===== src/dmx_pkg.sv =====
package dmx_pkg;

  // Sample formats held in the format register
  typedef enum logic [1:0] {
    FMT_FLOAT32 = 2'd0,
    FMT_INT16   = 2'd1,
    FMT_INT32   = 2'd2,
    FMT_NONE    = 2'd3
  } fmt_e;

  // Register indexes, taken from paddr[2]
  typedef enum logic {
    REG_FORMAT = 1'b0,
    REG_COUNT  = 1'b1
  } reg_idx_e;

  localparam int WORDS_PER_FRAME = 8;
  localparam int WORD_W          = 32;
  localparam int CNT_W           = 4;
  localparam int REM_W           = 3;

  // Lane value is Q31 scaled, float lanes clamp to +-2^59
  localparam int LANE_W     = 61;
  localparam int LANE_MAG_W = 60;
  localparam logic [LANE_MAG_W-1:0] LANE_LIMIT = 60'h800000000000000;

  // Adder tree: three add levels plus one magnitude stage
  localparam int SUM_STAGES = 4;
  localparam int SUM_W      = 64;

  // Divider: magnitude split into digits, one group per stage
  localparam int MAG_W      = 64;
  localparam int DIV_STAGES = 8;
  localparam int DIV_STEP   = MAG_W / DIV_STAGES;

  localparam logic [WORD_W-1:0] Q31_MAX = 32'h7fff_ffff;
  localparam logic [WORD_W-1:0] Q31_MIN = 32'h8000_0000;

  localparam fmt_e             FMT_RESET   = FMT_INT16;
  localparam logic [CNT_W-1:0] COUNT_RESET = 4'd2;

endpackage


===== src/dmx_div.sv =====
module dmx_div (
  input  logic                               clk_i,
  input  logic [dmx_pkg::DIV_STAGES:0]       en_i,
  input  logic [dmx_pkg::CNT_W-1:0]          n_i,
  input  logic [dmx_pkg::MAG_W-1:0]          mag_i,
  input  logic                               neg_i,
  output logic signed [dmx_pkg::WORD_W-1:0]  sample_o,
  output logic                               sat_o
);

  localparam int NS = dmx_pkg::DIV_STAGES;

  logic [dmx_pkg::MAG_W-1:0] work_q [NS];
  logic [dmx_pkg::REM_W-1:0] rem_q  [NS];
  logic                      neg_q  [NS];

  // Restoring long division by a small divisor, DIV_STEP quotient bits per stage.
  // Dividend bits shift out the top, quotient bits shift in at the bottom.
  for (genvar k = 0; k < NS; k++) begin : g_stage
    logic [dmx_pkg::MAG_W-1:0] w_in, w_d;
    logic [dmx_pkg::REM_W-1:0] r_in, r_d;
    logic                      neg_in;

    if (k == 0) begin : g_first
      assign w_in   = mag_i;
      assign r_in   = '0;
      assign neg_in = neg_i;
    end else begin : g_next
      assign w_in   = work_q[k-1];
      assign r_in   = rem_q[k-1];
      assign neg_in = neg_q[k-1];
    end

    always_comb begin
      logic [dmx_pkg::REM_W:0] t;
      w_d = w_in;
      r_d = r_in;
      t   = '0;
      for (int b = 0; b < dmx_pkg::DIV_STEP; b++) begin
        t = {r_d, w_d[dmx_pkg::MAG_W-1]};
        if (t >= n_i) begin
          w_d = {w_d[dmx_pkg::MAG_W-2:0], 1'b1};
          r_d = dmx_pkg::REM_W'(t - n_i);
        end else begin
          w_d = {w_d[dmx_pkg::MAG_W-2:0], 1'b0};
          r_d = t[dmx_pkg::REM_W-1:0];
        end
      end
    end

    always_ff @(posedge clk_i) begin
      if (en_i[k]) begin
        work_q[k] <= w_d;
        rem_q[k]  <= r_d;
        neg_q[k]  <= neg_in;
      end
    end
  end

  logic [dmx_pkg::MAG_W-1:0]  quo;
  logic                       quo_neg;
  logic [dmx_pkg::WORD_W-1:0] smp_d, smp_q;
  logic                       sat_d, sat_q;

  // Reapply sign and clamp to Q1.31; only float sums can reach the clamp
  always_comb begin
    quo     = work_q[NS-1];
    quo_neg = neg_q[NS-1];
    sat_d   = 1'b0;
    if (!quo_neg && (quo > dmx_pkg::MAG_W'(dmx_pkg::Q31_MAX))) begin
      smp_d = dmx_pkg::Q31_MAX;
      sat_d = 1'b1;
    end else if (quo_neg && (quo > dmx_pkg::MAG_W'(dmx_pkg::Q31_MIN))) begin
      smp_d = dmx_pkg::Q31_MIN;
      sat_d = 1'b1;
    end else begin
      smp_d = quo_neg ? (32'd0 - quo[dmx_pkg::WORD_W-1:0]) : quo[dmx_pkg::WORD_W-1:0];
    end
  end

  always_ff @(posedge clk_i) begin
    if (en_i[NS]) begin
      smp_q <= smp_d;
      sat_q <= sat_d;
    end
  end

  assign sample_o = $signed(smp_q);
  assign sat_o    = sat_q;

endmodule


===== config.mk =====
export PLATFORM = sky130hd
export DESIGN_NAME = dmx_div
export DESIGN_NICKNAME = d
export VERILOG_FILES = /design/src/dmx_pkg.sv /design/src/dmx_div.sv
export SDC_FILE = /design/constraint.sdc
export NUM_CORES = 1
export LEC_CHECK = 0
export ABC_AREA = 1
export BUFFER_PORTS_ARGS = -buffer_cell sky130_fd_sc_hd__buf_2
export CORE_MARGIN = 3
export CORE_UTILIZATION = 45
export CTS_CLUSTER_SIZE = 12
export DETAILED_ROUTE_END_ITERATION = 7
export PLACE_DENSITY = 0.73
export SYNTH_ARGS = -nofsm -noshare
export SYNTH_HDL_FRONTEND = slang
export SYNTH_SLANG_ARGS = --single-unit
export TNS_END_PERCENT = 50

===== constraint.sdc =====
create_clock -name clk_i -period 25.2 [get_ports clk_i]
set_input_delay 1.26 -clock clk_i [delete_from_list [all_inputs] [get_ports clk_i]]
set_output_delay 1.26 -clock clk_i [all_outputs]
set_load 0.1 [all_outputs]

==> After elaboration in Yosys (flattened, before gate mapping) <==
Memories as Yosys holds them, arrays and structs flattened.
Index checks and enable logic that the tools add are counted.
{ "word_totals": {"memories": 3, "regBits": 33, "ram_bits": 544, "in_bits": 79, "out_inout_bits": 33} }
{ "classes": {"n_lt_le_gt_ge": 66, "muxes": 147, "reduce_logical": 3, "addsub": 65} }
{ "mem_list": {"columns": ["name", "depth", "word_bits", "read_ports", "rd_clocked_by_memory_dff", "write_ports", "line_no", "source"], "rows": [
  ["work_q", 8, 64, 8, 0, 8, "dmx_div.sv:13", "logic [dmx_pkg::MAG_W-1:0] work_q [NS];"],
  ["rem_q", 8, 3, 7, 0, 8, "dmx_div.sv:14", "logic [dmx_pkg::REM_W-1:0] rem_q [NS];"],
  ["neg_q", 8, 1, 8, 0, 8, "dmx_div.sv:15", "logic neg_q [NS];"]
]} }
{ "ops": {"columns": ["op", "n"], "rows": [
  ["$ge A4 B4 Y1", 63],
  ["$mux W3", 64],
  ["$sub A3 B3 Y3", 63],
  ["$mux W1", 81],
  ["$gt A64 B31 Y1 const B", 1],
  ["$gt A64 B32 Y1 const B", 1],
  ["$mux W32", 2],
  ["$sub A1 B32 Y32 const A", 1],
  ["$ge A1 B4 Y1", 1],
  ["$sub A1 B3 Y3", 1],
  ["$logic_and A1 B1 Y1", 2],
  ["$logic_not A1 Y1", 1]
]} }

==> Longest topological paths before layout <==
Gate-level depths: netlist (run 1).
An unclocked memory read counts as a cell.
{ "depth": {"depth_word": 17, "depth_mapped": 60, "depth_no_buf": 60} }

==> Worst setup path before layout (run 1) <==
OpenSTA, ideal clock, no wires.
{ "synth_timing": {"kind": "input port to flip-flop", "start": "input n_i[1] (netlist bit)", "end": "memory rem_q[2][1] (netlist bit) (data pin)", "t_arrival_ns": 11.034, "path_slack_ns": 13.913, "setup_ns": 0.253, "path_stages": 50, "cell_sequence": "inv_1 > ha_1 > nand3_1 > nand3_1 > o21a_1 > fa_1 > nand3b_1 > nand3_1 > inv_1 > nand2_1 > o21a_1 > inv_1 > ha_1 > nand3_1 > nand3_1 > a21oi_1 > inv_1 > nand2_1 > [14 not listed] > nand2_1 > nand3b_1 > a21oi_1 > nand2_1 > o21a_1 > fa_1 > nand3b_1 > o2111ai_1 > inv_1 > nand2_1 > o21ai_0 > fa_1 > nand3_1 > nand2_1 > nor2_1 > inv_1 > nand2_1 > nand2_1"} }
{ "synth_rtl": {"columns": ["element", "line_no", "source"], "rows": [
  ["start: declaration", "dmx_div.sv:4", "input logic [dmx_pkg::CNT_W-1:0] n_i,"],
  ["end: declaration", "dmx_div.sv:14", null]
]} }

==> results of run 1 <==
-- state kept, by name (all words and copies together), names as in the netlist --
signal    flops
neg_q         8
rem_q        21
work_q      512
sample_o     32
sat_o         1
-- worst max-delay path, delay by kind of cell --
family | cells | cell delay, ps
adder cells (fa/ha/maj) | 9 | 3020
AO/OA/AOI/OAI | 12 | 3480
buffers and inverters | 8 | 1560
AND/OR/NAND/NOR | 24 | 2790
-- per-stage QoR --
stage	instances	setup WS [ps]	cell area, µm²	hold slack (ps)	util
after floorplan	2316	13910	28400	400	-
after global placement	3273	13670	30100	400	0.484
after detailed placement	3273	12950	30100	405	0.484
after CTS	3370	13600	31900	399	0.513
after global routing	3370	12490	31900	398	0.513
final	3370	13400	31900	397	0.513
-- per-layer routing --
layer	wire (µm)	share of wire	up-vias
met1	22500	0.43	8140
li1	-	-	8366
met5	0	0	-
met2	25600	0.49	358
met3	2410	0.046	123
met4	1410	0.027	0
-- placed cells by master (no fill, tap or decap), types with 61 or more instances in the layout --
cell type	netlist	layout
nor2_1	85	85
clkbuf_16	0	61
fa_1	62	62
nand3_1	199	199
a21oi_1	67	67
inv_1	325	322
nand2_1	425	425
buf_2	4	109
o21ai_0	61	61
ha_1	255	255
edfxtp_1	574	574
-- worst min path at each step --
stage,start,endpoint,depth (start not counted)
2_1_floorplan,neg_q[0][0],neg_q[0][1],0
3_3_place_gp,work_q[1][34],work_q[1][106],0
3_5_place_dp,work_q[0][88],work_q[0][160],0
4_1_cts,work_q[1][29],work_q[1][101],0
5_1_grt,work_q[1][29],work_q[1][101],0
6_report,work_q[1][29],work_q[1][101],0
-- area by class of cell --
type                       instances  share of cell area
timing repair buffer             129              0.0218
clock inverter                    29             0.00789
sequential                       574               0.541
tap                              837              0.0329
multi-input combinational       1407               0.309
clock buffer                      68              0.0487
inverter                         326              0.0384
-- logic make-up (layout without fill, tap and decap cells) --
kind of cell	Yosys count	count (layout)	share of synthesized area
AOI/OAI and AO/OA	219	219	0.0468
xor gates and xnor gates	52	52	0.0161
adders and majority gates	317	317	0.156
buffers and inverters	335	552	0.0453
DFF	574	574	0.607
and+or+nand+nor	819	819	0.128
==> reports/metrics.cfg, run 1 <==
[detailed_routing]
vias_per_cell = 5.04
dr.pass1.iters = 5
drt_wl_total_um = 51900
drcViolationCount = 0
detail-route-antenna-nets = 0
vias = 16987
routedWlPerCell_um = 15.4
drt_iter0_markers = 956

[synth]
synthCells = 2316
synth_edf_count = 574
avgSynthCellArea_um2 = 12.3
yosys_most_used_dff = edfxtp_1
synth_cell_type_count = 30
synth_nets = 2712
synth_common_cells = edfxtp_1, nand2_1, inv_1
netlist_area_um2 = 28400
async_reset_ff_frac = 0
synth_seq_cells = 574
ys_seq_area_frac = 0.607
synth_top_area_share = 0.607
netlist_top_cells_area = edfxtp_1, ha_1, nand2_1, fa_1, inv_1
yosysWarnings = 0
yosysMostFrequentCell = edfxtp_1
synth_top_cell_by_area = edfxtp_1

[sta]
fin_setup_tns_ps = 0
fin_crit_sh = 0.468
max-slew-margin-rel = 0.304
fmax_ghz = 0.0847
tightest_slew_ps = 1040
fin_skew_ps = 28.0
setup_violations = 0
rsz0062_at_grt = no
layout_min_cycle_time_ps = 11800
hold_viol = 0
slew_viol_final = 0

[cts]
cts.sinks = 574
cts_buffers = 61
cts_resized = 0
clockRootBuffer = clkbuf_16
clkTransAtPathRegs_ps = 60
cts_buffer_depth = 3
ctsHoldBuffers = 0
post_cts_buffers = 0
htreeDepth = 2
cts_tree = built
insertion_delay_ps = 630

[critical_path]
r2r_end = rem_q[2][1]
start_kind = primary input
path_common_cell = nand2_1
crit_start = n_i[0]
r2r_slack_ps = 14790
max_stage_delay_ps = 520
ff2ff_path_depth = 52
crit_type = primary input to register
end_kind = register
cp_slowest_cell = buf_4
critPathRequiredTime_ps = 25570
crit_fanout = 39
endpoint = rem_q[6][2]
r2r-start = work_q[0][127]
worstPathArrival_ps = 12170

[layout]
num-fill-cells = 5187
area_growth_pct = 12.3
multi_input_area_um2 = 9850
drive_gt1_frac = 0.0979
nets = 2895
regArea_um2 = 17200
antenna_cells = 0

[floorplan]
fp.coreArea_um2 = 62100
fp.dieH_um = 257
dieArea_um2 = 66100
row_count = 91
die_w_um = 257
start_util = 0.457
io_pins = 112

[min_path]
min_path_type = register to register

[global_routing]
grt_max_degree = 69
grt_use_total = 0.159
met1_usage = 0.201
grt_pass1_vias = 17516
grt_busiest_layer = met2
met3_usage = 0.0279
grt-ovfl-total = 0
grt_use_met2 = 0.276
grt_antenna_before_repair = 0
grt_pass1_wl_um = 85800

[run]
cap_violations = 0

[placed_design]
gp_congestion = 0.833
dp_hpwl_um = 34500
io_buffer_count = 111

[run_status]
outcome = finished, final reports clean

Power of run 1 is not shown: default switching activity piles up to over one toggle a cycle in this logic, so the estimate is an artifact.
==> run 2: changes to the inputs <==
--- a/config.mk
+++ b/config.mk
@@ -11,7 +11,7 @@
 export CORE_UTILIZATION = 45
 export CTS_CLUSTER_SIZE = 12
 export DETAILED_ROUTE_END_ITERATION = 7
-export PLACE_DENSITY = 0.73
+export PLACE_DENSITY = 0.75
 export SYNTH_ARGS = -nofsm -noshare
 export SYNTH_HDL_FRONTEND = slang
 export SYNTH_SLANG_ARGS = --single-unit
==> constraint.sdc (replaced) <==
create_clock -name clk_i -period 10.61 [get_ports clk_i]
set_input_delay 0.5305 -clock clk_i [delete_from_list [all_inputs] [get_ports clk_i]]
set_output_delay 0.5305 -clock clk_i [all_outputs]
set_load 0.1 [all_outputs]
==> reports/metrics.cfg, run 2 (synthesized netlist as in run 1, its figures left out) <==
[detailed_routing]
dr.pass1.iters = 5  ; unchanged
drt_wl_total_um = 53300  ; +2.7%
vias_per_cell = 5.04  ; about the same
drt_iter0_markers = 1027  ; +7.4%
detail-route-antenna-nets = 0  ; unchanged
routedWlPerCell_um = 15.8  ; +2.4%
drcViolationCount = 0  ; unchanged
vias = 17029  ; +0.25%

[layout]
largest_reg_flops = 512  ; unchanged
area_growth_pct = 13.0
layout_commonest_cell = edfxtp_1
antenna_cells = 0  ; unchanged
num-fill-cells = 5168  ; -0.37%
largest_register = work_q
layout_common_cells = edfxtp_1, nand2_1, inv_1
drive_gt1_frac = 0.107  ; +0.00866
nets = 2906  ; +0.38%

[critical_path]
end_kind = register
crit_fanout = 8  ; -79%
max_stage_delay_ps = 490  ; -30 ps
critPathRequiredTime_ps = 11000  ; -14,570 ps
start_kind = register
crit_type = register to register
worstPathArrival_ps = 10250  ; -1920 ps
cp_slowest_cell = fa_1
path_common_cell = nand2_1

[global_routing]
grt-ovfl-total = 0  ; unchanged
grt_pass1_wl_um = 88000  ; +2.6%
grt_antenna_before_repair = 0  ; unchanged
grt_max_degree = 69  ; unchanged
grt_pass1_vias = 17815  ; +1.7%
grt_use_total = 0.164  ; +0.00472

[floorplan]
row_count = 91  ; unchanged
fp.coreArea_um2 = 62100  ; unchanged
die_w_um = 257  ; unchanged
dieArea_um2 = 66100  ; unchanged
io_pins = 112  ; unchanged
start_util = 0.457  ; unchanged
fp.dieH_um = 257  ; unchanged

[sta]
tightest_slew_ps = 1000  ; -44.2 ps
fmax_ghz = 0.101
hold_viol = 0  ; unchanged
fin_skew_ps = 24.8  ; -3.11 ps
layout_min_cycle_time_ps = 9860
max-slew-margin-rel = 0.333  ; +0.0295
slew_viol_final = 0  ; unchanged
fin_setup_tns_ps = 0  ; unchanged
fin_crit_sh = 0.929
setup_violations = 0  ; unchanged

[placed_design]
io_buffer_count = 111  ; unchanged
gp_congestion = 0.881  ; +5.7%
dp_hpwl_um = 36300  ; +5.2%

[cts]
htreeDepth = 2  ; unchanged
cts_buffers = 60  ; -1.6%
cts.sinks = 574  ; unchanged
cts_buffer_depth = 3  ; unchanged
cts_tree = built
insertion_delay_ps = 640  ; about the same
clkTransAtPathRegs_ps = 60  ; about the same
clockRootBuffer = clkbuf_16

[run_status]
outcome = finished, final reports clean

[min_path]
min_path_type = primary input to register

[run]
cap_violations = 0  ; unchanged

-- run 2: cell type report --
| type | count | area [µm²] | area share |
|---|---|---|---|
| Timing Repair Buffer | 141 | 815 | 0.0254 |
| Sequential cell | 574 | 17200 | 0.537 |
| Tap cell | 837 | 1050 | 0.0327 |
| Multi-Input combinational cell | 1407 | 9920 | 0.309 |
| Clock inverter | 28 | 295 | 0.00921 |
| Clock buffer | 67 | 1530 | 0.0476 |
| Inverter | 326 | 1220 | 0.0382 |
-- run 2: critical path, delay by kind of cell, from the launching register on --
family | cells | cell delay [ps]
AOI/OAI and AO/OA | 12 | 2600
adders and majority gates | 9 | 3130
buffers and inverters | 8 | 820
DFF | 1 | 360
and+or+nand+nor | 24 | 2720
-- run 2: path summary, 6_finish.rpt --
| check | endpoint | slack, ps | depth (start not counted) | startpoint |
|---|---|---|---|---|
| worst min-delay path | work_q[0][32] | 60 | 1 | mag_i[24] |
| worst max register to register | rem_q[2][1] | 750 | 53 | work_q[0][127] |
| worst min register to register | work_q[1][118] | 410 | 0 | work_q[1][46] |
| worst max-delay path | rem_q[2][1] | 750 | 53 | work_q[0][127] |
-- run 2: repair_timing --
action,CTS,global route
endpoints found under the hold margin,0,0
gates resized for setup,0,21
hold buffers,0,0
buffers inserted,0,0
setup endpoints to repair,0,25
-- run 2: layer usage --
layer  part of all wire  track usage  vias to the layer above
met5                  0            0                        -
met4              0.025       0.0526                        0
met3              0.043       0.0272                       97
met2               0.49        0.283                      347
met1               0.45        0.211                     8190
li1                   -            -                     8395
-- run 2: per-stage QoR --
step	hold slack (ps)	utilization	area (µm²)	setup slack [ps]	std cells
after detailed placement	405	0.486	30200	-247	3285
after global placement	400	0.486	30200	154	3285
after CTS	24.4	0.516	32000	412	3380
final	64.5	0.517	32100	749	3380
after floorplan	400	-	28400	52.4	2316
after global routing	27.4	0.517	32100	-23.3	3380
Power of run 2 is left out for the same reason.
