### src/dmx_pkg.sv
package dmx_pkg;

  // Sample formats held in the format register
  typedef enum logic [1:0] {
    FMT_FLOAT32 = 2'd0,
    FMT_INT16   = 2'd1,
    FMT_INT32   = 2'd2,
    FMT_NONE    = 2'd3
  } fmt_e;

  // Register indexes, taken from paddr[2]
  typedef enum logic {
    REG_FORMAT = 1'b0,
    REG_COUNT  = 1'b1
  } reg_idx_e;

  localparam int WORDS_PER_FRAME = 8;
  localparam int WORD_W          = 32;
  localparam int CNT_W           = 4;
  localparam int REM_W           = 3;

  // Lane value is Q31 scaled, float lanes clamp to +-2^59
  localparam int LANE_W     = 61;
  localparam int LANE_MAG_W = 60;
  localparam logic [LANE_MAG_W-1:0] LANE_LIMIT = 60'h800000000000000;

  // Adder tree: three add levels plus one magnitude stage
  localparam int SUM_STAGES = 4;
  localparam int SUM_W      = 64;

  // Divider: magnitude split into digits, one group per stage
  localparam int MAG_W      = 64;
  localparam int DIV_STAGES = 8;
  localparam int DIV_STEP   = MAG_W / DIV_STAGES;

  localparam logic [WORD_W-1:0] Q31_MAX = 32'h7fff_ffff;
  localparam logic [WORD_W-1:0] Q31_MIN = 32'h8000_0000;

  localparam fmt_e             FMT_RESET   = FMT_INT16;
  localparam logic [CNT_W-1:0] COUNT_RESET = 4'd2;

endpackage

### src/dmx_sum.sv
module dmx_sum (
  input  logic                                clk_i,
  input  logic [dmx_pkg::SUM_STAGES-1:0]      en_i,
  input  logic signed [dmx_pkg::LANE_W-1:0]   lanes_i [dmx_pkg::WORDS_PER_FRAME],
  output logic [dmx_pkg::MAG_W-1:0]           mag_o,
  output logic                                neg_o
);

  localparam int L1_W = dmx_pkg::LANE_W + 1;
  localparam int L2_W = dmx_pkg::LANE_W + 2;

  logic signed [L1_W-1:0]          sum1_q [4];
  logic signed [L2_W-1:0]          sum2_q [2];
  logic signed [dmx_pkg::SUM_W-1:0] sum3_q;
  logic [dmx_pkg::MAG_W-1:0]       mag_q;
  logic                            neg_q;

  // Registered pairwise adder tree
  always_ff @(posedge clk_i) begin
    if (en_i[0]) begin
      for (int i = 0; i < 4; i++) begin
        sum1_q[i] <= L1_W'(lanes_i[2*i]) + L1_W'(lanes_i[2*i+1]);
      end
    end
    if (en_i[1]) begin
      for (int i = 0; i < 2; i++) begin
        sum2_q[i] <= L2_W'(sum1_q[2*i]) + L2_W'(sum1_q[2*i+1]);
      end
    end
    if (en_i[2]) begin
      sum3_q <= dmx_pkg::SUM_W'(sum2_q[0]) + dmx_pkg::SUM_W'(sum2_q[1]);
    end
    // sign and magnitude for the unsigned divider
    if (en_i[3]) begin
      neg_q <= sum3_q[dmx_pkg::SUM_W-1];
      mag_q <= sum3_q[dmx_pkg::SUM_W-1] ? dmx_pkg::MAG_W'(-sum3_q)
                                        : dmx_pkg::MAG_W'(sum3_q);
    end
  end

  assign mag_o = mag_q;
  assign neg_o = neg_q;

endmodule

### config.mk
export PLATFORM = sky130hd
export DESIGN_NAME = dmx_sum
export DESIGN_NICKNAME = d
export VERILOG_FILES = /design/src/dmx_pkg.sv /design/src/dmx_sum.sv
export SDC_FILE = /design/constraint.sdc
export NUM_CORES = 1
export LEC_CHECK = 0
export BUFFER_PORTS_ARGS = -buffer_cell sky130_fd_sc_hd__buf_2
export CAP_MARGIN = 15
export CORE_AREA = 10 10 286 288
export CTS_BUF_LIST = sky130_fd_sc_hd__clkbuf_8
export CTS_CLUSTER_SIZE = 10
export DETAILED_ROUTE_END_ITERATION = 6
export DIE_AREA = 0 0 296 298
export PLACE_DENSITY = 0.76
export SYNTH_ARGS = -nofsm -noshare
export SYNTH_HDL_FRONTEND = slang
export SYNTH_SLANG_ARGS = --single-unit
### constraint.sdc
create_clock -name clk_i -period 5.3 [get_ports clk_i]
set_clock_uncertainty 0.15 [all_clocks]
set_input_delay 0.265 -clock clk_i [delete_from_list [all_inputs] [get_ports clk_i]]
set_output_delay 0.265 -clock clk_i [all_outputs]
set_load 0.02 [all_outputs]
After elaboration in Yosys (flattened, before gate mapping)
Memory sizes are Yosys's and may differ from the RTL's. Cells that the tools add are included.

Input bits: 493. Bits in registers: 129. Bits in writable memories: 374. Output and inout port bits: 65. Word-level logic and storage cells: 19. Memories: 2.

Memories: sum1_q (depth 4, width 62, read ports 4, clocked after Yosys merged registers in 0, wr ports 4, line dmx_sum.sv:12) `logic signed [L1_W-1:0] sum1_q [4];`; sum2_q (depth 2, width 63, read ports 2, clocked after Yosys merged registers in 0, wr ports 2, line dmx_sum.sv:13) `logic signed [L2_W-1:0] sum2_q [2];`.

$add $sub $neg: 8. Mux-type cells: 5.

Operator list (count): $add A61 B61 Y62 (4); $add A62 B62 Y63 (2); $add A63 B63 Y64 (1); $neg A64 Y64 (1); $mux W63 (1); $mux W1 (4).

Longest topological paths before layout
Gate-level depths: netlist of run 1.

Word-level depth: 2. Depth in mapped cells: 13. Mapped depth without buffers: 13.

Worst setup path before layout of run 1
Ideal clock, no wire load.

Path type: register to register. Start: reg sum3_q[16] (netlist name). End: reg mag_q, in the netlist mag_o[52], data pin. Path slack: 1.114 ns. Library setup time: 0.262 ns. Stages on the path, launching flop included: 11. Clock period less this slack: 4.186 ns. Data required time: 4.888 ns. Arrival: 3.775 ns. Cell sequence: edfxtp_1 > or4_4 > or4_4 > or3_4 > or3_4 > or3_1 > or4_4 > or3_4 > or2_4 > o31ai_1 > xnor2_1.

Word-level cells in the longest chain between the ends: 2.

RTL lines: start: declaration (line dmx_sum.sv:14) `logic signed [dmx_pkg::SUM_W-1:0] sum3_q;`; start signal: assignment (line dmx_sum.sv:31) `sum3_q <= dmx_pkg::SUM_W'(sum2_q[0]) + dmx_pkg::SUM_W'(sum2_q[1]);`; $neg A64 Y64 (line dmx_sum.sv:36) `mag_q <= sum3_q[dmx_pkg::SUM_W-1] ? dmx_pkg::MAG_W'(-sum3_q)`; $mux W63 (line dmx_sum.sv:36); end signal: assignment (line dmx_sum.sv:36); end: declaration (line dmx_sum.sv:15) `logic [dmx_pkg::MAG_W-1:0] mag_q;`.

No other way between the ends. A chain may end at the register's enable or synchronous reset.

==> results.json, run 1 <==
{
  "outcome": "finished, final reports clean",
  "hold_start": "lanes_i[260]",
  "dieWidth_um": 296,
  "cts.sinks": 503,
  "hpwl_mm": 103,
  "gp_congestion": 0.990,
  "ys_seq_area_frac": 0.365,
  "synth_cell_types": 76,
  "final_area_mm2": 0.0487,
  "drt_iter0_drc": 3041,
  "worstPathMaxFanout": 4,
  "finalSetupViolCount": 0,
  "ys_ff_latch": 503,
  "hold_path_depth": 3,
  "start_util": 0.546,
  "yosys_warnings": 0,
  "clkTransAtPathRegs_ns": 0.07,
  "synthCells": 4405,
  "insertion_delay_ns": 0.71,
  "wl_per_cell_um": 21.1,
  "ios": 558,
  "layout.nets": 6028,
  "syn_avg_cell_area_um2": 9.39,
  "r2r_slack_ns": 0.73,
  "die_y_um": 298,
  "grt_usage": 0.282,
  "core_area_mm2": 0.0757,
  "crit_path_end_kind": "register",
  "synthFlopType": "edfxtp_1",
  "grt_pass1_vias": 36200,
  "cellLeakagePower_uw": 0.0210,
  "cts_tree": "done",
  "placementRows": 101,
  "root_buffer": "clkbuf_8",
  "period_minus_slack_ns": 5.00,
  "final_hold_viol_count": 0,
  "post-cts-setup-buffers": 0,
  "max_cap_viol_count": 0,
  "postPlaceCellArea_mm2": 0.0448,
  "vias_per_cell": 6.08,
  "maxSlewHeadroom": 0.408,
  "io_buffers": 557,
  "holdPathEnd": "sum1_q[1][16]",
  "antenna_found_initial": 6,
  "hold_path_class": "input pin to register",
  "antenna_left": 0,
  "setup_tns_ns": 0,
  "grt_max_degree": 104,
  "synthArstFlopShare": 0,
  "synth_edf_count": 503,
  "multi_input_area_mm2": 0.0251,
  "syn_area_mm2": 0.0414,
  "cp.arrival_ns": 5.31,
  "powerDensity_mw_per_mm2": 447,
  "setup_slack_ns": 0.298,
  "r2r_end": "mag_o[59]",
  "die-area_mm2": 0.0882,
  "worst_setup_path_start_kind": "input pin",
  "period_share": 0.944,
  "dr.pass1.iters": 7,
  "drt-total-wl_mm": 129,
  "r2r_cells": 10,
  "h-tree-depth": 3,
  "drive_above_1_share": 0.140,
  "worstReg2RegStart": "sum3_q[16]",
  "grt_pass1_wl_mm": 200,
  "synthesis.nets": 5337,
  "ir_worst_vdd_mv": 0.255,
  "cts_buffer_depth": 3,
  "drv_slew": 0,
  "worstSetupPathType": "input pin to register",
  "dp_worst_setup_slack_ns": 0.705,
  "area_growth_pct": 17.8,
  "cp.required_ns": 5.61,
  "tightest_slew_ns": 0.865,
  "num-fill-cells": 6224,
  "numCtsBuffers": 86,
  "routed-via-count": 37400,
  "power_uw": 21800,
  "remaining_drc_errors": 0,
  "seqCellArea_mm2": 0.0151,
  "rsz0062_at_grt": "no",
  "grt-ovfl-total": 0,
  "fmax_mhz": 200
}
## per-layer routing
layer  vias up  routed length [µm]  global-route usage
li1      18000                   -                   -
met1     17600               56300               0.382
met2      1494               60700               0.461
met3       232                9240              0.0455
met4         4                3160              0.0771
met5         -                  18                   0
## cells by family (layout without fill, tap and decap cells)
| logic type | Yosys count | count (layout) | share of synthesized area |
|---|---|---|---|
| AOI/OAI and AO/OA | 1573 | 1573 | 0.241 |
| and+or+nand+nor | 1110 | 1110 | 0.133 |
| DFF | 503 | 503 | 0.365 |
| xor gates and xnor gates | 462 | 462 | 0.0978 |
| adders and majority gates | 439 | 439 | 0.134 |
| buffers and inverters | 315 | 1072 | 0.0287 |
| muxes | 3 | 3 | 0.000726 |
| other | 0 | 4 | 0 |
## cells in the final DEF, fill, tap and decap left out, types with 55 or more instances in the layout
master	n
nand4_1	118
clkbuf_8	87
nor3_1	55
a21o_1	296
o21bai_1	91
a31oi_1	55
inv_1	157
buf_2	555
a21oi_1	508
xnor2_1	312
dlygate4sd3_1	214
ha_1	432
xor2_1	150
edfxtp_1	503
nand2_1	338
o21ai_0	300
nor2_1	223
nand3_1	89
## sequential cells by signal, summed over array words and instances (netlist names)
| signal | count |
|---|---|
| sum3_q | 64 |
| sum2_q | 126 |
| sum1_q | 248 |
| mag_o | 64 |
| neg_o | 1 |
## synth_stat cells (7+ instances only)
cell type	number	area (µm²)
o41ai_1	18	158
a41oi_1	11	96.3
a211o_1	11	96.3
a2111oi_0	8	70.1
a221oi_1	17	149
o21bai_1	91	683
nand2_1	338	1270
nor2b_1	46	288
nor3_1	55	275
ha_1	432	5410
a21oi_1	508	2540
o21a_1	48	360
clkbuf_1	175	657
or3_1	29	181
edfxtp_1	503	15100
o31a_1	9	78.8
and4_1	12	105
a211oi_1	24	180
nor2_1	223	837
or4_1	17	128
a221o_1	7	70.1
o211ai_1	35	263
a21o_1	296	2220
xor2_1	150	1310
and3_1	48	300
a311oi_1	7	61.3
or2_2	15	93.8
inv_1	134	503
o31ai_1	47	353
a21boi_0	22	165
o21ai_0	300	1500
nand4_1	118	738
nand2b_1	41	257
xnor2_1	312	2730
o22ai_1	9	56.3
nor4_1	16	100
and2_1	32	200
o221ai_1	7	61.3
fa_1	7	140
nand3_1	89	445
a31oi_1	55	344
## report_power, final
| group | switching (µW) | total [µW] | internal [µW] |
|---|---|---|---|
| Clock | 1650 | 3640 | 1990 |
| Combinational | 6740 | 11100 | 4320 |
| Sequential | 699 | 7080 | 6380 |
## through the flow
| step | util | hold slack, ns | std cells |
|---|---|---|---|
| 2_1_floorplan | - | 0.227 | 4405 |
| 3_3_place_gp | 0.592 | 0.301 | 5772 |
| 3_5_place_dp | 0.592 | 0.311 | 5772 |
| 4_1_cts | 0.644 | 0.000170 | 6140 |
| 5_1_grt | 0.644 | 0.00750 | 6143 |
| 6_report | 0.644 | 0.0366 | 6144 |
## worst max path at each step
stage / to / startpoint
after floorplan: mag_o[52] / sum3_q[16]
after global placement: sum1_q[2][56] / lanes_i[122]
after detailed placement: sum1_q[2][56] / lanes_i[122]
after CTS: sum1_q[2][60] / lanes_i[183]
after global routing: sum1_q[2][60] / lanes_i[183]
final: sum1_q[0][58] / lanes_i[427]
## cell type report
| class | instances | share of cell area |
|---|---|---|
| multi-input cells | 3587 | 0.514 |
| flip-flops and latches | 503 | 0.310 |
| repair buffers | 784 | 0.104 |
| well taps | 978 | 0.0251 |
| clock buffers | 87 | 0.0246 |
| clock inverters | 67 | 0.0117 |
| inverters | 134 | 0.0103 |
| diodes | 4 | 0.000205 |
## critical path: stages
cell,delay [ns]
dlygate4sd3_1,0.53
buf_2,0.11
ha_1,0.20
inv_1,0.08
fa_1,0.42
nor2b_1,0.18
o31a_1,0.20
o31ai_1,0.13
a211oi_1,0.50
nand3_1,0.23
a311oi_1,0.53
o21ai_0,0.36
o31ai_1,0.65
a221oi_1,0.20
xnor2_1,0.17
dlygate4sd3_1,0.55
## timing repair
| action | 4_1_cts | 5_1_grt |
|---|---|---|
| hold buffers | 214 | 0 |
| endpoints found under the hold margin | 235 | 0 |
| resized for setup | 0 | 0 |
(Power assumes the default switching activity.)
==> run 2: changes to the inputs <==
--- a/config.mk
+++ b/config.mk
@@ -12,6 +12,7 @@
 export CTS_CLUSTER_SIZE = 10
 export DETAILED_ROUTE_END_ITERATION = 6
 export DIE_AREA = 0 0 296 298
+export GPL_TIMING_DRIVEN = 0
 export PLACE_DENSITY = 0.76
 export SYNTH_ARGS = -nofsm -noshare
 export SYNTH_HDL_FRONTEND = slang
==> results.json, run 2 (synthesis results as in run 1) <==
{
  "mostFrequentLayoutCells": "buf_2 (558), a21oi_1 (508), edfxtp_1 (503)",
  "die_y_um": 298,
  "dieWidth_um": 296,
  "drt-total-wl_mm": 128,
  "gp_congestion": 0.956,
  "grt_pass1_vias": 36300,
  "grt_usage": 0.279,
  "final_common_cell": "buf_2",
  "layout.nets": 6167,
  "period_share": 0.930,
  "grt_max_degree": 132,
  "slowest_stage": "o31ai_1",
  "grt-ovfl-total": 0,
  "h-tree-depth": 3,
  "r2r_slack_ns": 0.44,
  "cts_tree": "done",
  "cp.required_ns": 5.60,
  "max_cap_viol_count": 0,
  "cp_slowest_stage_delay_ns": 0.73,
  "num-fill-cells": 6396,
  "clkTransAtPathRegs_ns": 0.06,
  "violations": "design-rule violations",
  "remaining_drc_errors": 2,
  "crit_path_end_kind": "register",
  "multi_input_area_mm2": 0.0251,
  "maxSlewHeadroom": 0.301,
  "finalSetupViolCount": 0,
  "hold_path_class": "input pin to register",
  "antenna_found_initial": 5,
  "fin_cells": 6278,
  "cp.arrival_ns": 5.23,
  "die-area_mm2": 0.0882,
  "drv_slew": 0,
  "io_buffers": 557,
  "seqCellArea_mm2": 0.0151,
  "worst_setup_path_start_kind": "input pin",
  "numCtsBuffers": 83,
  "hpwl_mm": 104,
  "fmax_mhz": 203,
  "worstSetupPathType": "input pin to register",
  "setup_slack_ns": 0.370,
  "area_growth_pct": 18.2,
  "place_inst": 5943,
  "cts_buffer_depth": 3,
  "post-cts-setup-buffers": 0,
  "cts.sinks": 503,
  "cp_cell_sequence": "dlygate4sd3_1 -> buf_2 -> ha_1 -> a21oi_1 -> nand4b_1 -> a21oi_1 -> o21ai_0 -> o41a_1 -> o31a_1 -> o31ai_1 -> a31o_2 -> and3_1 -> o32ai_1 -> dlygate4sd3_1",
  "drt_iter0_drc": 3469,
  "ir_worst_vdd_mv": 0.219,
  "wl_per_cell_um": 20.4,
  "cellLeakagePower_uw": 0.0210,
  "outcome": "finished with violations",
  "placementRows": 101,
  "dr.pass1.iters": 7,
  "drive_above_1_share": 0.135,
  "final_hold_viol_count": 0,
  "regMostFlops": "sum1_q",
  "largest_registers": "sum1_q (248), sum2_q (126)",
  "start_util": 0.546,
  "rsz0062_at_grt": "no",
  "tightest_slew_ns": 1.04,
  "ios": 558,
  "routed-via-count": 37600,
  "period_minus_slack_ns": 4.93,
  "grt_pass1_wl_mm": 199,
  "antenna_left": 0,
  "vias_per_cell": 5.99,
  "dp_worst_setup_slack_ns": 0.484,
  "core_area_mm2": 0.0757,
  "setup_tns_ns": 0,
  "worstPathMaxFanout": 5,
  "powerDensity_mw_per_mm2": 436,
  "insertion_delay_ns": 0.70,
  "largest_reg_flops": 248,
  "root_buffer": "clkbuf_8"
}
-- run 2: changes by cell type in the layout (fill, tap and decap cells not counted), moves of 4 or more --
cell,change
clkbuf_1,+175
dlygate4sd3_1,-30
buf_4,-13
clkinv_2,+7
bufinv_16,-5
clkbuf_8,-4
-- run 2: layer usage --
metal | share of wire | vias up | GRT usage
met3 | 0.068 | 190 | 0.0406
li1 | - | 18300 | -
met1 | 0.44 | 17700 | 0.384
met2 | 0.47 | 1394 | 0.454
met5 | 0.00010 | - | 0
met4 | 0.023 | 2 | 0.0726
-- run 2: power by group --
part / leakage [µW] / switching [µW] / internal (µW) / total [µW]
clock network: 0.000874 / 1560 / 1660 / 3230
registers: 0.00492 / 758 / 6380 / 7140
logic: 0.0152 / 6670 / 4250 / 10900
-- run 2: worst max-delay path: cells and delay by family --
family                   cells  cell delay [ns]
AO/OA/AOI/OAI                8             2.86
buffers and inverters        3             1.31
AND/OR/NAND/NOR              2             0.53
adder cells (fa/ha/maj)      1             0.26
-- run 2: final cells by class --
cell class	count	area share
diodes	3	0.000154
plain buffers	181	0.0140
clock buffers	83	0.0234
clock inverters	64	0.00807
inverters	134	0.0103
multi-input cells	3587	0.513
flip-flops and latches	503	0.309
well taps	978	0.0250
repair buffers	745	0.0970
-- run 2: timing repair --
action                     in CTS  in global routing
setup endpoints to repair       0                  0
resized for setup               0                  0
hold endpoints to repair      165                 16
hold buffers                  183                  1
-- run 2: metrics by stage --
step / cell area (µm²) / total power [µW] / utilization / hold slack (ns)
6_report: 48900 / 21300 / 0.646 / 0.0324
5_1_grt: 48900 / 22700 / 0.646 / 0.0280
4_1_cts: 48800 / 21200 / 0.645 / 0.0000397
3_5_place_dp: 45500 / 17800 / 0.601 / 0.327
3_3_place_gp: 45400 / 17700 / 0.599 / 0.324
2_1_floorplan: 41400 / 14400 / - / 0.227
-- run 2: path summary, 6_finish.rpt --
path | to | cells past startpoint | start
worst max-delay path | sum1_q[2][61] | 14 | lanes_i[184]
worst min-delay path | sum1_q[0][52] | 3 | lanes_i[479]
worst max register to register | sum3_q[61] | 11 | sum2_q[0][89]
worst min register to register | mag_o[0] | 0 | sum3_q[0]
