===== src/dmx_pkg.sv =====
package dmx_pkg;

  // Sample formats held in the format register
  typedef enum logic [1:0] {
    FMT_FLOAT32 = 2'd0,
    FMT_INT16   = 2'd1,
    FMT_INT32   = 2'd2,
    FMT_NONE    = 2'd3
  } fmt_e;

  // Register indexes, taken from paddr[2]
  typedef enum logic {
    REG_FORMAT = 1'b0,
    REG_COUNT  = 1'b1
  } reg_idx_e;

  localparam int WORDS_PER_FRAME = 8;
  localparam int WORD_W          = 32;
  localparam int CNT_W           = 4;
  localparam int REM_W           = 3;

  // Lane value is Q31 scaled, float lanes clamp to +-2^59
  localparam int LANE_W     = 61;
  localparam int LANE_MAG_W = 60;
  localparam logic [LANE_MAG_W-1:0] LANE_LIMIT = 60'h800000000000000;

  // Adder tree: three add levels plus one magnitude stage
  localparam int SUM_STAGES = 4;
  localparam int SUM_W      = 64;

  // Divider: magnitude split into digits, one group per stage
  localparam int MAG_W      = 64;
  localparam int DIV_STAGES = 8;
  localparam int DIV_STEP   = MAG_W / DIV_STAGES;

  localparam logic [WORD_W-1:0] Q31_MAX = 32'h7fff_ffff;
  localparam logic [WORD_W-1:0] Q31_MIN = 32'h8000_0000;

  localparam fmt_e             FMT_RESET   = FMT_INT16;
  localparam logic [CNT_W-1:0] COUNT_RESET = 4'd2;

endpackage


===== src/dmx_lane.sv =====
module dmx_lane (
  input  logic                                clk_i,
  input  logic                                en_i,
  input  dmx_pkg::fmt_e                       fmt_i,
  input  logic [dmx_pkg::WORD_W-1:0]          word_i,
  output logic signed [dmx_pkg::LANE_W-1:0]   lane_o
);

  logic signed [dmx_pkg::LANE_W-1:0] lane_d, lane_q;
  logic        [dmx_pkg::LANE_MAG_W-1:0] mag;
  logic        [7:0]  expo;
  logic        [22:0] man;
  logic        [23:0] mant;
  logic        [5:0]  shl;
  logic        [7:0]  rsh;
  logic signed [dmx_pkg::LANE_W-1:0] fval;

  // float32 to Q31: value * 2^31 = mant * 2^(exp - 119), truncated toward zero
  always_comb begin
    expo = word_i[30:23];
    man  = word_i[22:0];
    mant = {1'b1, man};
    shl  = 6'(expo - 8'd119);
    rsh  = 8'd119 - expo;
    mag  = '0;
    if (expo == 8'hff) begin
      // infinity clamps, NaN reads as zero
      mag = (man == '0) ? dmx_pkg::LANE_LIMIT : '0;
    end else if (expo == 8'h00) begin
      mag = '0;
    end else if (expo >= 8'd119) begin
      if (expo > 8'd154) begin
        mag = dmx_pkg::LANE_LIMIT;
      end else begin
        mag = {36'd0, mant} << shl;
      end
    end else begin
      if (rsh >= 8'd32) begin
        mag = '0;
      end else begin
        mag = {36'd0, mant >> rsh[4:0]};
      end
    end
    fval = word_i[31] ? -$signed({1'b0, mag}) : $signed({1'b0, mag});
  end

  // Format select; int16 is scaled up by 2^16 to reach Q31
  always_comb begin
    case (fmt_i)
      dmx_pkg::FMT_FLOAT32: lane_d = fval;
      dmx_pkg::FMT_INT16:
        lane_d = {{(dmx_pkg::LANE_W-32){word_i[15]}}, word_i[15:0], 16'd0};
      dmx_pkg::FMT_INT32:
        lane_d = {{(dmx_pkg::LANE_W-dmx_pkg::WORD_W){word_i[31]}}, word_i};
      default: lane_d = '0;
    endcase
  end

  always_ff @(posedge clk_i) begin
    if (en_i) begin
      lane_q <= lane_d;
    end
  end

  assign lane_o = lane_q;

endmodule


===== config.mk =====
export PLATFORM = sky130hd
export DESIGN_NAME = dmx_lane
export DESIGN_NICKNAME = d
export VERILOG_FILES = /design/src/dmx_pkg.sv /design/src/dmx_lane.sv
export SDC_FILE = /design/constraint.sdc
export NUM_CORES = 1
export LEC_CHECK = 0
export ABC_AREA = 0
export ABC_CLOCK_PERIOD_IN_PS = 10100
export BUFFER_PORTS_ARGS = -buffer_cell sky130_fd_sc_hd__buf_2
export CORE_AREA = 2 2 127 154
export DETAILED_ROUTE_END_ITERATION = 8
export DIE_AREA = 0 0 129 156
export GPL_ROUTABILITY_DRIVEN = 0
export PLACE_DENSITY = 0.63
export SKIP_LAST_GASP = 1
export SLEW_MARGIN = 20
export SYNTH_ARGS = -nofsm -noshare
export SYNTH_HDL_FRONTEND = slang
export SYNTH_SLANG_ARGS = --single-unit

===== constraint.sdc =====
create_clock -name clk_i -period 10.1 [get_ports clk_i]
set_clock_uncertainty 0.1 [all_clocks]
set_input_delay 1.01 -clock clk_i [delete_from_list [all_inputs] [get_ports clk_i]]
set_output_delay 1.01 -clock clk_i [all_outputs]
set_load 0.03 [all_outputs]

Word level (Yosys, flattened, before mapping)
Index checks and enable logic that the tools add are counted.
{"block": "op_classes", "n_addsub": 3, "n_lt_le_gt_ge": 3, "eq_ne": 3, "n_shift": 2, "mux": 8, "reduce_logical": 3}
{"operator": "$mux W60", "n": 5}
{"operator": "$pmux W61 S3", "n": 1}
{"operator": "$mux W61", "n": 1}
{"operator": "$neg A60 Y61", "n": 1}
{"operator": "$shl A24 B6 Y60", "n": 1}
{"operator": "$mux W24", "n": 1}
{"operator": "$shr A24 B5 Y24", "n": 1}
{"operator": "$logic_not A23 Y1", "n": 1}
{"operator": "$eq A8 B8 Y1 const B", "n": 1}
{"operator": "$ge A8 B6 Y1 const B", "n": 1}
{"operator": "$ge A8 B7 Y1 const B", "n": 1}
{"operator": "$gt A8 B8 Y1 const B", "n": 1}
{"operator": "$logic_not A8 Y1", "n": 1}
{"operator": "$sub A7 B8 Y8 const A", "n": 1}
{"operator": "$sub A6 B6 Y6 const B", "n": 1}
{"operator": "$eq A2 B1 Y1 const B", "n": 1}
{"operator": "$eq A2 B2 Y1 const B", "n": 1}
{"operator": "$logic_not A2 Y1", "n": 1}
{"block": "totals", "regBits": 61, "in_bits": 36, "output_inout_bits": 61, "elab_cells": 23}

Longest topological paths before layout
Gate-level depths: netlist (run 1).
{"block": "depth", "depth_word": 9, "ltp_mapped": 22, "mapped_depth_nobuf": 16}

Least setup slack after synthesis (run 1)
OpenSTA, ideal clock, no wires.
{"block": "synth_path", "kind": "input to register", "startpoint": "input word_i[23] (netlist bit)", "endpoint": "register lane_q, in the netlist lane_o[58], data pin", "arrival_ns": 5.364, "required_ns": 9.727, "path_slack_ns": 4.362, "stages": 18, "path_buffers": 5, "path_cell_list": "buf_2 inv_2 buf_2 buf_4 ha_1 buf_2 mux2_2 mux4_2 mux2_2 a31o_2 a2bb2oi_2 and2_1 nand4_2 or2_2 buf_2 or4_1 xor2_1 o221ai_2"}
{"block": "synth_via", "elab_chain_len": 9, "elab_cells_between_ends": 17}
{"element": "from (decl)", "line_no": "dmx_lane.sv:5", "source": "input logic [dmx_pkg::WORD_W-1:0] word_i,"}
{"element": "$sub A7 B8 Y8 / $sub A6 B6 Y6 (equally long branches)", "line_no": "dmx_lane.sv:24, dmx_lane.sv:23"}
{"element": "$ge A8 B6 Y1, or another cell as far along", "line_no": "dmx_lane.sv:38", "source": "if (rsh >= 8'd32) begin"}
{"element": "$mux W24 / $mux W60 (equally long branches)", "line_no": "dmx_lane.sv:38, dmx_lane.sv:32"}
{"element": "$mux W60", "line_no": "dmx_lane.sv:31", "source": "end else if (expo >= 8'd119) begin"}
{"element": "$mux W60", "line_no": "dmx_lane.sv:29", "source": "end else if (expo == 8'h00) begin"}
{"element": "$mux W60 (*)", "line_no": "dmx_lane.sv:26", "source": "if (expo == 8'hff) begin"}
{"element": "$neg A60 Y61", "line_no": "dmx_lane.sv:44", "source": "fval = word_i[31] ? -$signed({1'b0, mag}) : $signed({1'b0, mag});"}
{"element": "$mux W61 (*)", "line_no": "dmx_lane.sv:44"}
{"element": "$pmux W61 S3 (*)", "line_no": "dmx_lane.sv:49", "source": "case (fmt_i)"}
{"element": "via lane_d (one bit)", "line_no": "dmx_lane.sv:9", "source": "logic signed [dmx_pkg::LANE_W-1:0] lane_d, lane_q;"}
{"element": "to (signal assigned)", "line_no": "dmx_lane.sv:61", "source": "lane_q <= lane_d;"}
{"element": "to (decl)", "line_no": "dmx_lane.sv:9"}
The timed path passes the listed nets; every way through them passes the cells marked *.
A chain may end at the register's enable or synchronous reset.

Worst setup path after layout (run 1)
{"block": "layout_path", "startpoint": "input word_i[23] (netlist bit)", "endpoint": "register lane_q, in the netlist lane_o[37], data pin"}
The elaborated chain is that of the path after synthesis.

==> results of run 1 <==
cell families after synthesis:
| family | after synthesis | synth area share |
|---|---|---|
| adder cells (fa/ha/maj) | 7 | 0.009768 |
| XOR/XNOR | 63 | 0.06531 |
| AND/OR/NAND/NOR | 322 | 0.1832 |
| multiplexers | 150 | 0.2280 |
| buffers and inverters | 120 | 0.06294 |
| flip-flops | 61 | 0.2043 |
| AO/OA/AOI/OAI | 322 | 0.2464 |
path summary, 6_finish.rpt:
| kind | start | cells past startpoint | to | slack [ns] |
|---|---|---|---|---|
| hold / removal | word_i[2] | 3 | lane_o[2] | 1.07 |
| setup / recovery | word_i[23] | 15 | lane_o[37] | 2.53 |
metal layers:
layer	vias to the layer above	GRT usage	share of wire
met4	0	0.1967	0.068
li1	4097	-	-
met3	135	0.06824	0.11
met1	4336	0.4466	0.39
met5	-	0	0
met2	657	0.4764	0.43
tightest hold or removal path: stages:
cell     delay, ns
buf_2         0.17
nand2_1       0.09
a21oi_1       0.05
metrics by stage:
stage               total power, mW  area (um2)  cells  utilization  hold WS [ns]
global route                  1.275        9671   1328       0.5186         1.097
detailed placement           0.9354        9400   1312       0.5041         1.385
floorplan                    0.7787        8966   1045            -         1.023
finish                        1.225        9671   1328       0.5186         1.067
CTS                           1.207        9668   1328       0.5184         1.056
global placement             0.9343        9400   1312       0.5041         1.385
cell usage after synthesis, types with 11 or more instances:
library cell	instances	area [um2]
xor2_1	20	175.2
xnor2_1	40	350.3
nor4_1	21	131.4
clkbuf_1	60	225.2
nand2_1	84	315.3
nor2_1	70	262.8
buf_2	20	100.1
nand3_1	15	75.07
and2_1	13	81.33
edfxtp_1	61	1832
o21ai_0	86	430.4
mux2i_1	64	640.6
o31ai_1	12	90.09
nor2b_1	12	75.07
nand2b_1	16	100.1
mux2_2	46	518.0
o211ai_1	17	127.6
o221ai_1	11	96.34
inv_1	14	52.55
buf_4	11	82.58
nor3_1	27	135.1
nand4_1	13	81.33
a22oi_1	27	202.7
a31oi_1	11	68.82
mux4_2	38	855.8
a21oi_1	48	240.2
final cells by class:
cell class / count / area [um2]
clock inverters: 7 / 42.54
flip-flops and latches: 61 / 1832
clock buffers: 9 / 225.2
inverters: 18 / 70.07
multi-input cells: 864 / 6573
well taps: 256 / 320.3
repair buffers: 113 / 608.1
fillers: 1822 / 8979
where the power goes:
part	total [mW]	internal [mW]	switching, mW
clock network	0.271	0.163	0.108
registers	0.317	0.312	0.00512
logic	0.637	0.218	0.419
==> out/metrics.csv, run 1 <==
stage;metric;value;unit
pwr;Leak;3.585;nW
global_route;largest net degree at the start of global routing;62;
setup_path;CP Max Fanout;54;
timing;fin crit share;0.7491;
worst_hold_path;HP Class;input port to flop;
setup_path;CP Data Required Time;10.04;ns
clock_tree;Post-CTS Setup Bufs;0;
floorplan;Die H;156;um
detailed_routing;vias per std cell;6.947;
timing;final setup vio count;0;
logic_synthesis;asr flop ratio synth;0;
timing;min Tclk post-route;7.566;ns
logic_synthesis;Synth Flop Type;edfxtp_1;
clock_tree;CTS H-Tree Depth;3;
global_route;GRT overflow;0;
layout;share of layout cells above drive strength 1;0.2285;
timing;fmax;132.2;MHz
timing;Fin. Hold Viols;0;
logic_synthesis;synthesized area;0.008966;mm2
timing;setup ws final;2.534;ns
global_route;initial antenna violation count;0;
clock_tree;Root Buffer;clkbuf_16;
detailed_routing;Pre-antenna DRT Iters;6;
floorplan;num rows;55;
setup_path;startpoint types;input port;
logic_synthesis;post-synthesis register bit count;61;
timing;Worst-Margin Slew;1.065;ns
floorplan;starting density of the core;0.4808;
layout;# diodes;0;
clock_tree;Worst-path clk slew;0.06;ns
clock_tree;hold_buf cts;0;
setup_path;crit path max-delay cell type;ha_1;
detailed_routing;WL per Instance;25.12;um
detailed_routing;DRT iter0 DRCs;1363;
layout;P&R area growth vs syn;7.856;%
clock_tree;TritonCTS clock tree;built;
setup_path;critical path endpoint category;flop;
setup_path;Worst path max stage delay;0.97;ns
global_route;total track usage;0.3280;
clock_tree;total CTS buffers;9;
detailed_routing;Residual DRC;0;
placed_design;IO buf count;96;
timing;Final Max Slew Viols;0;
placed_design;HPWL after DPL;24370;um
timing;Relative slew margins;0.2874;
timing;setup TNS;0;ns
logic_synthesis;Post-synth EDFFs;61;
setup_path;CP Class;input port to flop;
detailed_routing;Vias;9225;
logic_synthesis;Synth Warn #;0;
setup_path;CP delay by family, top;buffers and inverters;
run;Max-Cap Viols;0;
detailed_routing;WL final;33350;um
logic_synthesis;Avg Inst Size Synth;8.580;um2
pwr;peak supply drop;0.08607;mV
placed_design;post-place setup slack;2.424;ns
layout;net count reported at finish;1110;
floorplan;die width;129;um
floorplan;die area;0.02012;mm2
clock_tree;Longest Clk Path Bufs;2;
timing;unrepaired setup endpoints after global routing;no;
setup_path;CP arrival;7.51;ns
clock_tree;clk sink count;61;
logic_synthesis;post-synthesis cell count;1045;
detailed_routing;antenna-violating nets left;0;
logic_synthesis;register area share after synthesis;0.2043;
setup_path;Crit path buffers/inverters;4;
pwr;power density over the cells;126.6;mW/mm2
global_route;first-pass GRT wire length;50890;um
floorplan;core area;0.01865;mm2
layout;commonest non-fill, non-tap cells in the layout;buf_2 (96), o21ai_0 (86), nand2_1 (84);
global_route;vias in the first global route;8463;
logic_synthesis;Post-Syn Nets;1088;
clock_tree;Resize count post-CTS;0;
layout;most common cell after layout, fill and taps aside;buf_2;
floorplan;I/O pins;97;
setup_path;CP cell instances;buf_2, buf_4, inv_2, ha_1, buf_4, mux4_2, mux4_2, a221oi_1, o221ai_1, a221oi_1, nand4_1, or3_1, or4_1, xnor2_1, o221ai_1;
layout;Largest register FFs;61;
logic_synthesis;Yosys cell types;88;
status;outcome;completed;
No activity file was read; power rests on OpenSTA's default activity.
==> run 2, diff against run 1 <==
Settings changed: ABC_CLOCK_PERIOD_IN_PS 10100 to 7200.
Clock period 10.1 ns to 7.2 ns, I/O delays scaled along.
==> out/metrics.csv, run 2 (same netlist as run 1, synthesis figures left out) <==
stage;metric;value;unit
clock_tree;CTS H-Tree Depth;3;
floorplan;die area;0.02012;mm2
setup_path;critical path endpoint category;flop;
detailed_routing;WL final;33190;um
timing;fin crit share;0.8271;
setup_path;crit path max-delay cell type;a221oi_1;
clock_tree;Post-CTS Setup Bufs;0;
layout;share of layout cells above drive strength 1;0.2288;
clock_tree;Resize count post-CTS;0;
detailed_routing;Pre-antenna DRT Iters;8;
setup_path;CP Data Required Time;7.14;ns
pwr;peak supply drop;0.1043;mV
global_route;total track usage;0.3249;
floorplan;starting density of the core;0.4808;
placed_design;HPWL after DPL;24770;um
setup_path;startpoint types;input port;
clock_tree;Worst-path clk slew;0.05;ns
layout;# diodes;0;
timing;Worst-Margin Slew;1.194;ns
run;Max-Cap Viols;0;
timing;WHS;0.7874;ns
detailed_routing;Residual DRC;0;
floorplan;Die H;156;um
setup_path;CP Class;input port to flop;
clock_tree;Root Buffer;clkbuf_16;
setup_path;Worst path max stage delay;0.77;ns
global_route;first-pass GRT wire length;50330;um
placed_design;IO buf count;96;
setup_path;CP cell instances;buf_2, inv_2, ha_1, buf_4, mux2_2, mux2i_1, mux2i_1, a221oi_1, o21ai_0, a221oi_1, nand4_1, or3_1, or4_1, xnor2_1, o221ai_1;
detailed_routing;antenna-violating nets left;0;
layout;Largest register FFs;61;
layout;net count reported at finish;1113;
timing;unrepaired setup endpoints after global routing;no;
setup_path;beginning of the critical path;word_i[23];
status;outcome;completed;
layout;final core utilization;0.5206;
timing;Relative slew margins;0.2024;
floorplan;num rows;55;
detailed_routing;vias per std cell;6.887;
global_route;vias in the first global route;8501;
timing;min Tclk post-route;5.955;ns
detailed_routing;WL per Instance;24.93;um
global_route;GRT overflow;0;
timing;Final Max Slew Viols;0;
clock_tree;clk sink count;61;
floorplan;die width;129;um
pwr;Leak;3.616;nW
floorplan;core area;0.01865;mm2
worst_hold_path;HP Class;input port to flop;
clock_tree;TritonCTS clock tree;built;
timing;setup TNS;0;ns
setup_path;CP Max Fanout;27;
clock_tree;Longest Clk Path Bufs;2;
detailed_routing;DRT iter0 DRCs;1320;
global_route;initial antenna violation count;0;
clock_tree;total CTS buffers;9;
timing;fmax;167.9;MHz
detailed_routing;Vias;9166;
worst_hold_path;Hold Crit Start;fmt_i[0];
setup_path;CP arrival;5.89;ns
pwr;power density over the cells;179.4;mW/mm2
layout;P&R area growth vs syn;8.275;%
layout;commonest non-fill, non-tap cells in the layout;buf_2 (96), o21ai_0 (86), nand2_1 (84);
floorplan;I/O pins;97;
timing;Fin. Hold Viols;0;
layout;most common cell after layout, fill and taps aside;buf_2;
timing;final setup vio count;0;
global_route;largest net degree at the start of global routing;62;
clock_tree;hold_buf cts;0;
-- run 2: worst paths after layout --
path	to	cells after the start
setup / recovery	lane_o[37]	15
hold / removal	lane_o[5]	2
-- run 2: final cells by class --
cell class / count / area, um2
Fill cell: 1815 / 8941
Multi-Input combinational cell: 864 / 6571
Sequential cell: 61 / 1832
Timing Repair Buffer: 116 / 630.6
Tap cell: 256 / 320.3
Clock buffer: 11 / 232.7
Inverter: 18 / 70.07
Clock inverter: 5 / 51.30
-- run 2: through the flow --
step | instance area [um2] | total power, mW | worst slack (ns) | cells
final | 9708 | 1.742 | 1.245 | 1331
after global routing | 9708 | 1.816 | 1.065 | 1331
after CTS | 9708 | 1.718 | 1.428 | 1331
after detailed placement | 9424 | 1.314 | 1.090 | 1315
after global placement | 9424 | 1.312 | 1.111 | 1315
after floorplan | 8966 | 1.092 | 1.752 | 1045
-- run 2: critical path: cells and delay by family --
| kind | cells | cell delay, ns |
|---|---|---|
| AOI/OAI and AO/OA | 4 | 1.57 |
| xor gates and xnor gates | 1 | 0.15 |
| adders and majority gates | 1 | 0.32 |
| buffers and inverters | 3 | 0.88 |
| muxes | 3 | 0.87 |
| and+or+nand+nor | 3 | 1.35 |
-- run 2: routing by layer --
layer | part of all wire | vias up | GRT usage
met4 | 0.057 | 0 | 0.1770
li1 | - | 4120 | -
met5 | 0 | - | 0
met1 | 0.40 | 4309 | 0.4468
met2 | 0.43 | 623 | 0.4845
met3 | 0.11 | 114 | 0.05487
-- run 2: power breakdown --
part | internal, mW | leakage [nW] | switching, mW | total, mW
Combinational | 0.307 | 2.89 | 0.588 | 0.895
Clock | 0.265 | 0.137 | 0.137 | 0.402
Sequential | 0.438 | 0.591 | 0.00717 | 0.445
Total | 1.01 | 3.62 | 0.732 | 1.74
